### config.mk
export PLATFORM = sky130hd
export DESIGN_NAME = cpe_mul
export DESIGN_NICKNAME = d
export VERILOG_FILES = /design/src/rtl/core/cpe_pkg.sv /design/src/rtl/core/cpe_mul.sv
export SDC_FILE = /design/constraint.sdc
export NUM_CORES = 2
export LEC_CHECK = 0
export ABC_AREA = 1
export BUFFER_PORTS_ARGS = -buffer_cell sky130_fd_sc_hd__clkbuf_2
export CORE_ASPECT_RATIO = 1.4
export CORE_UTILIZATION = 67
export DETAILED_ROUTE_END_ITERATION = 10
export PLACE_DENSITY = 0.85
export SYNTH_ARGS = -nofsm -noshare
export SYNTH_HDL_FRONTEND = slang
export SYNTH_SLANG_ARGS = --single-unit
### constraint.sdc
create_clock -name clk -period 9.2 [get_ports clk]
set_input_delay 1.38 -clock clk [delete_from_list [all_inputs] [get_ports clk]]
set_output_delay 1.38 -clock clk [all_outputs]
set_load 0.01 [all_outputs]
### src/rtl/core/cpe_pkg.sv
package cpe_pkg;

	localparam int PARTICLE_COUNT = 64;
	localparam int IDX_W = $clog2(PARTICLE_COUNT);
	localparam int VAL_W = 32;
	localparam int CHG_W = 16;
	localparam int MASS_W = 16;
	localparam int DT_W = 16;
	localparam int CFG_W = 32;
	localparam int CFG_IDX_W = 2;
	localparam int DIFF_W = VAL_W + 1;
	localparam int MUL_W = 33;
	localparam int PROD_W = 2 * MUL_W;
	localparam int WIDE_W = 64;
	localparam int SUM_W = WIDE_W + 2;
	localparam int D2_W = 50;
	localparam int KQ_W = 46;
	localparam int MAG_W = 62;
	localparam int R_W = 32;
	localparam int U_W = 31;
	localparam int COMP_W = 63;
	localparam int CNT_W = 6;
	localparam int DIV_STEPS = 64;
	localparam int SQRT_STEPS = 32;

	localparam logic [CFG_W-1:0] FORCE_CONSTANT_RST = 32'd65536;
	localparam logic [DT_W-1:0] TIME_STEP_RST = 16'd655;
	localparam logic [DT_W-1:0] SOFTENING_RST = 16'd1;

	typedef enum logic [1:0] {
		OP_LOAD = 2'd0,
		OP_PAIR = 2'd1,
		OP_INTEGRATE = 2'd2,
		OP_NONE = 2'd3
	} op_t;

	typedef enum logic [CFG_IDX_W-1:0] {
		CFG_FORCE_CONSTANT = 2'd0,
		CFG_TIME_STEP = 2'd1,
		CFG_SOFTENING = 2'd2
	} cfg_idx_t;

	typedef logic [2:0][VAL_W-1:0] vec3_t;

	// request to the shared divide / square root unit
	typedef struct packed {
		logic start;
		logic sqrt_mode;
	} dsu_req_t;

	function automatic logic [DIFF_W-1:0] mag33(input logic [DIFF_W-1:0] v);
		return v[DIFF_W-1] ? DIFF_W'(-v) : v;
	endfunction

	function automatic logic [CHG_W:0] mag17(input logic [CHG_W-1:0] q);
		logic [CHG_W:0] e;
		e = {q[CHG_W-1], q};
		return e[CHG_W] ? (CHG_W+1)'(-e) : e;
	endfunction

	// add a signed magnitude to base and clamp to the value range
	function automatic logic [VAL_W-1:0] sat_add(input logic [VAL_W-1:0] base,
			input logic [WIDE_W-1:0] m, input logic neg);
		logic [SUM_W-1:0] b_ext;
		logic [SUM_W-1:0] m_ext;
		logic [SUM_W-1:0] s;
		logic [SUM_W-VAL_W:0] top;
		b_ext = {{(SUM_W-VAL_W){base[VAL_W-1]}}, base};
		m_ext = {2'b00, m};
		s = neg ? (b_ext - m_ext) : (b_ext + m_ext);
		top = s[SUM_W-1:VAL_W-1];
		if (s[SUM_W-1] && (top != '1))
			return {1'b1, {(VAL_W-1){1'b0}}};
		else if (!s[SUM_W-1] && (top != '0))
			return {1'b0, {(VAL_W-1){1'b1}}};
		else
			return s[VAL_W-1:0];
	endfunction

endpackage

### src/rtl/core/cpe_mul.sv
module cpe_mul import cpe_pkg::*; (
	input  logic              clk,
	input  logic [MUL_W-1:0]  a,
	input  logic [MUL_W-1:0]  b,
	output logic [PROD_W-1:0] p
);

	// register the product
	always_ff @(posedge clk) begin
		p <= PROD_W'(a) * PROD_W'(b);
	end

endmodule

# After elaboration in Yosys (flattened, before gate mapping)
# Cells that the tools add are included.
# totals
word_cells	2
in_bits	67
ff_bits	66
out_inout_bits	66
# classes
mul	1
# ops
op	count
$mul A33 B33 Y66	1

# Longest topological paths before layout
# logic_depth
word_depth	1
ltp_mapped	33

# Least setup slack after synthesis
# No wires, ideal clock.
# synth_timing
path_type	input-to-reg
startpoint	input port a[29]
endpoint	register p[64]
arrival_ns	7.326
path_slack_ns	1.761
cell_stages	27
required_time_ns	9.088
cell_sequence	clkbuf_1 -> clkbuf_1 -> nand2_1 -> fa_1 -> inv_1 -> fa_1 -> fa_1 -> inv_1 -> fa_1 -> inv_1 -> fa_1 -> fa_1 -> fa_1 -> inv_1 -> fa_1 -> inv_1 -> ha_1 -> nand2_2 -> inv_1 -> a21oi_1 -> nand2_1 -> nand2_1 -> nand2_1 -> a21oi_1 -> nand2_1 -> nand2_1 -> nand2_1
# synth_via
elab_chain_len	1
# synth_lines
item	line	text
from (decl)	cpe_mul.sv:3	input logic [MUL_W-1:0] a,
$mul A33 B33 Y66	cpe_mul.sv:10	p <= PROD_W'(a) * PROD_W'(b);
to (signal assigned)	cpe_mul.sv:10	
to (decl)	cpe_mul.sv:5	output logic [PROD_W-1:0] p
# No other way between the ends.

# Worst setup path after layout
# layout_timing
startpoint	input port a[18]
endpoint	register p[34]
# The elaborated chain is that of the path after synthesis.

==> run_results.csv <==
group,metric,value,unit
drt,drcViolationCount,0,
placed_design,post_dp_cell_area,40900,um2
cts,clk_pin_slew_worst_paths,0.06,ns
setup_path,worstSetupPathType,"primary input to flip-flop",
cts,postCtsSetupBuffers,0,
synthesis,syn_area_per_cell,7.37,um2
floorplan,placementRows,105,
global_routing,grt_max_degree,34,
floorplan,fp.coreArea,58700,um2
timing,max_freq,118,MHz
cells_and_area,reg_top3,"p x66",
drt,vias_per_cell,5.34,
timing,setup_violations,0,
drt,vias,32600,
global_routing,grt_pass1_vias,35800,
cts,cts_sinks,66,
global_routing,antenna_found_initial,3,
placed_design,io_buffers,132,
cells_and_area,regMostFlops,"p",
cells_and_area,fillCellCount,4597,
cts,cts_resized,0,
setup_path,critPathRequiredTime,9.38,ns
drt,first_iter_violations,2484,
run,drv.max_cap_violation_count,0,
floorplan,die_x,208,um
cells_and_area,drive_gt1_frac,0.0471,
setup_path,cp.arrival,8.69,ns
timing,tightestPinTransition,0.951,ns
synthesis,synth_cell_types,29,
cts,cts_buffers,9,
cts,cts_hold_buf,0,
placed_design,gp_congestion,1.00,
synthesis,synth-seq-area-share,0.0332,
global_routing,grt_pass1_wl,182,mm
placed_design,placedCellCount,6084,
timing,rsz0062_at_grt,"false",
floorplan,dieHeight,290,um
floorplan,ioPinCount,133,
global_routing,gr-total-overflow,0,
synthesis,syn_nets,6696,
cts,cts_buffer_depth,2,
floorplan,start_util,0.678,
cts,cts_max_level,3,
timing,fin_crit,8.51,ns
timing,period_share,0.925,
cells_and_area,final_cells,6102,
synthesis,syn_area,39800,um2
drt,wl_per_cell,18.3,um
timing,fin_tns_setup,0,ns
cells_and_area,largest_reg_flops,66,
setup_path,worstSetupStartpointType,"primary input",
cells_and_area,nNetsFinal,6636,
synthesis,yosysWarnings,0,
setup_path,critPathCaptureType,"flip-flop",
timing,drv_slew,0,
worst_hold_path,hold_path_class,"primary input to flip-flop",
cells_and_area,synthToLayoutAreaGrowth,3.45,%
status,outcome,"complete, no violations",
synthesis,ys_ff_latch,66,
setup_path,crit_fanout,22,
timing,hold_violations,0,
drt,dr.pass1.iters,9,
drt,ant_nets,0,
cells_and_area,stdcell_area,41200,um2
drt,finalWirelength,112,mm
global_routing,track_usage,0.392,
placed_design,place_hpwl,96.2,mm
cts,cts_root_buf,"clkbuf_16",
cts,cts_tree,"done",
floorplan,die_area,60400,um2
synthesis,syn-instance-count,5406,
timing,slew_headroom,0.366,
[Yosys cell counts (all sizes together)]
library cell	n	area (um2)
xnor2	5	43.8
fa	958	19200
xor2	31	272
nor4	1	6.26
and3	1	6.26
nor2	111	464
nor3	14	96.4
and2	1	6.26
and3b	1	8.76
dfxtp	66	1320
clkbuf	264	991
nand4	13	81.3
nand2	1657	6230
a21oi	42	210
nand3	59	335
o21bai	10	82.6
o211ai	1	7.51
ha	265	3320
inv	1902	7140
o21ai	4	20.0
[final timing paths]
path / startpoint / endpoint / cells after the start
max: a[18] / p[34]$_DFF_P_ / 24
min: a[0] / p[0]$_DFF_P_ / 4
[worst max-delay path: stages]
cell and delay [ns]:
clkbuf_2 0.48, buf_4 0.33, nand2_1 0.10, fa_1 0.53, fa_1 0.52, fa_1 0.51
fa_1 0.51, inv_1 0.06, fa_1 0.63, fa_1 0.47, fa_1 0.52, inv_1 0.06
fa_1 0.51, inv_1 0.05, ha_1 0.43, nand2_1 0.16, nor2_1 0.26, inv_2 0.08
nor2_4 0.13, inv_2 0.05, o21bai_2 0.15, inv_1 0.06, nand2_1 0.19, xor2_1 0.48
[metal layers]
metal / vias to the layer above / track usage / part of all wire
li1: 14400 / - / -
met1: 15900 / 0.439 / 0.33
met2: 1770 / 0.681 / 0.51
met3: 552 / 0.0598 / 0.082
met4: 2 / 0.284 / 0.086
met5: - / 0 / 0.00012
[logic make-up after synthesis]
| group | count (synthesis) | share of synthesized area |
|---|---|---|
| AO/OA/AOI/OAI | 57 | 0.00804 |
| AND/OR/NAND/NOR | 1858 | 0.182 |
| buffers and inverters | 2166 | 0.204 |
| flip-flops | 66 | 0.0332 |
| adder cells (fa/ha/maj) | 1223 | 0.565 |
| XOR/XNOR | 36 | 0.00792 |
[metrics by stage]
stage | hold WS [ns] | util | setup slack (ns)
after floorplan | 1.65 | - | 1.76
after global placement | 1.77 | 0.696 | 0.402
after detailed placement | 1.77 | 0.696 | 0.418
after CTS | 1.76 | 0.701 | 0.740
after global routing | 1.76 | 0.701 | 0.499
final | 1.74 | 0.701 | 0.693
[cell type report]
cell class	count	area [um2]	share of cell area
multi-input cells	3174	30400	0.737
inverters	1902	7140	0.173
flip-flops and latches	66	1320	0.0321
repair buffers	193	1130	0.0275
well taps	749	937	0.0228
clock buffers	12	256	0.00623
clock inverters	4	33.8	0.000820
diodes	2	5.00	0.000122
[cell usage in the layout (no fill, tap or decap)]
| master | count |
|---|---|
| nor2_1 | 96 |
| inv_6 | 1 |
| nor3_2 | 3 |
| buf_12 | 1 |
| nand2_2 | 5 |
| nor2_4 | 2 |
| diode_2 | 2 |
| inv_1 | 1892 |
| nand3_1 | 51 |
| clkinv_4 | 2 |
| clkbuf_2 | 132 |
| nand3_2 | 8 |
| xnor2_1 | 5 |
| o21bai_1 | 8 |
| fa_1 | 958 |
| nor4_1 | 1 |
| xor2_1 | 31 |
| clkbuf_1 | 1 |
| clkbuf_8 | 2 |
| a21oi_1 | 42 |
| ha_1 | 265 |
| o21bai_2 | 2 |
| o211ai_1 | 1 |
| nor2_2 | 13 |
| nand4_1 | 13 |
| and2_1 | 1 |
| buf_4 | 60 |
| inv_2 | 10 |
| clkinvlp_4 | 1 |
| nor3_4 | 1 |
| and3_1 | 1 |
| and3b_1 | 1 |
| nand2_1 | 1652 |
| o21ai_0 | 2 |
| dfxtp_1 | 66 |
| clkbuf_16 | 9 |
| o21ai_1 | 2 |
| nor3_1 | 10 |
Power is not shown: default switching activity piles up to over one toggle a cycle in this logic, so the estimate is an artifact.
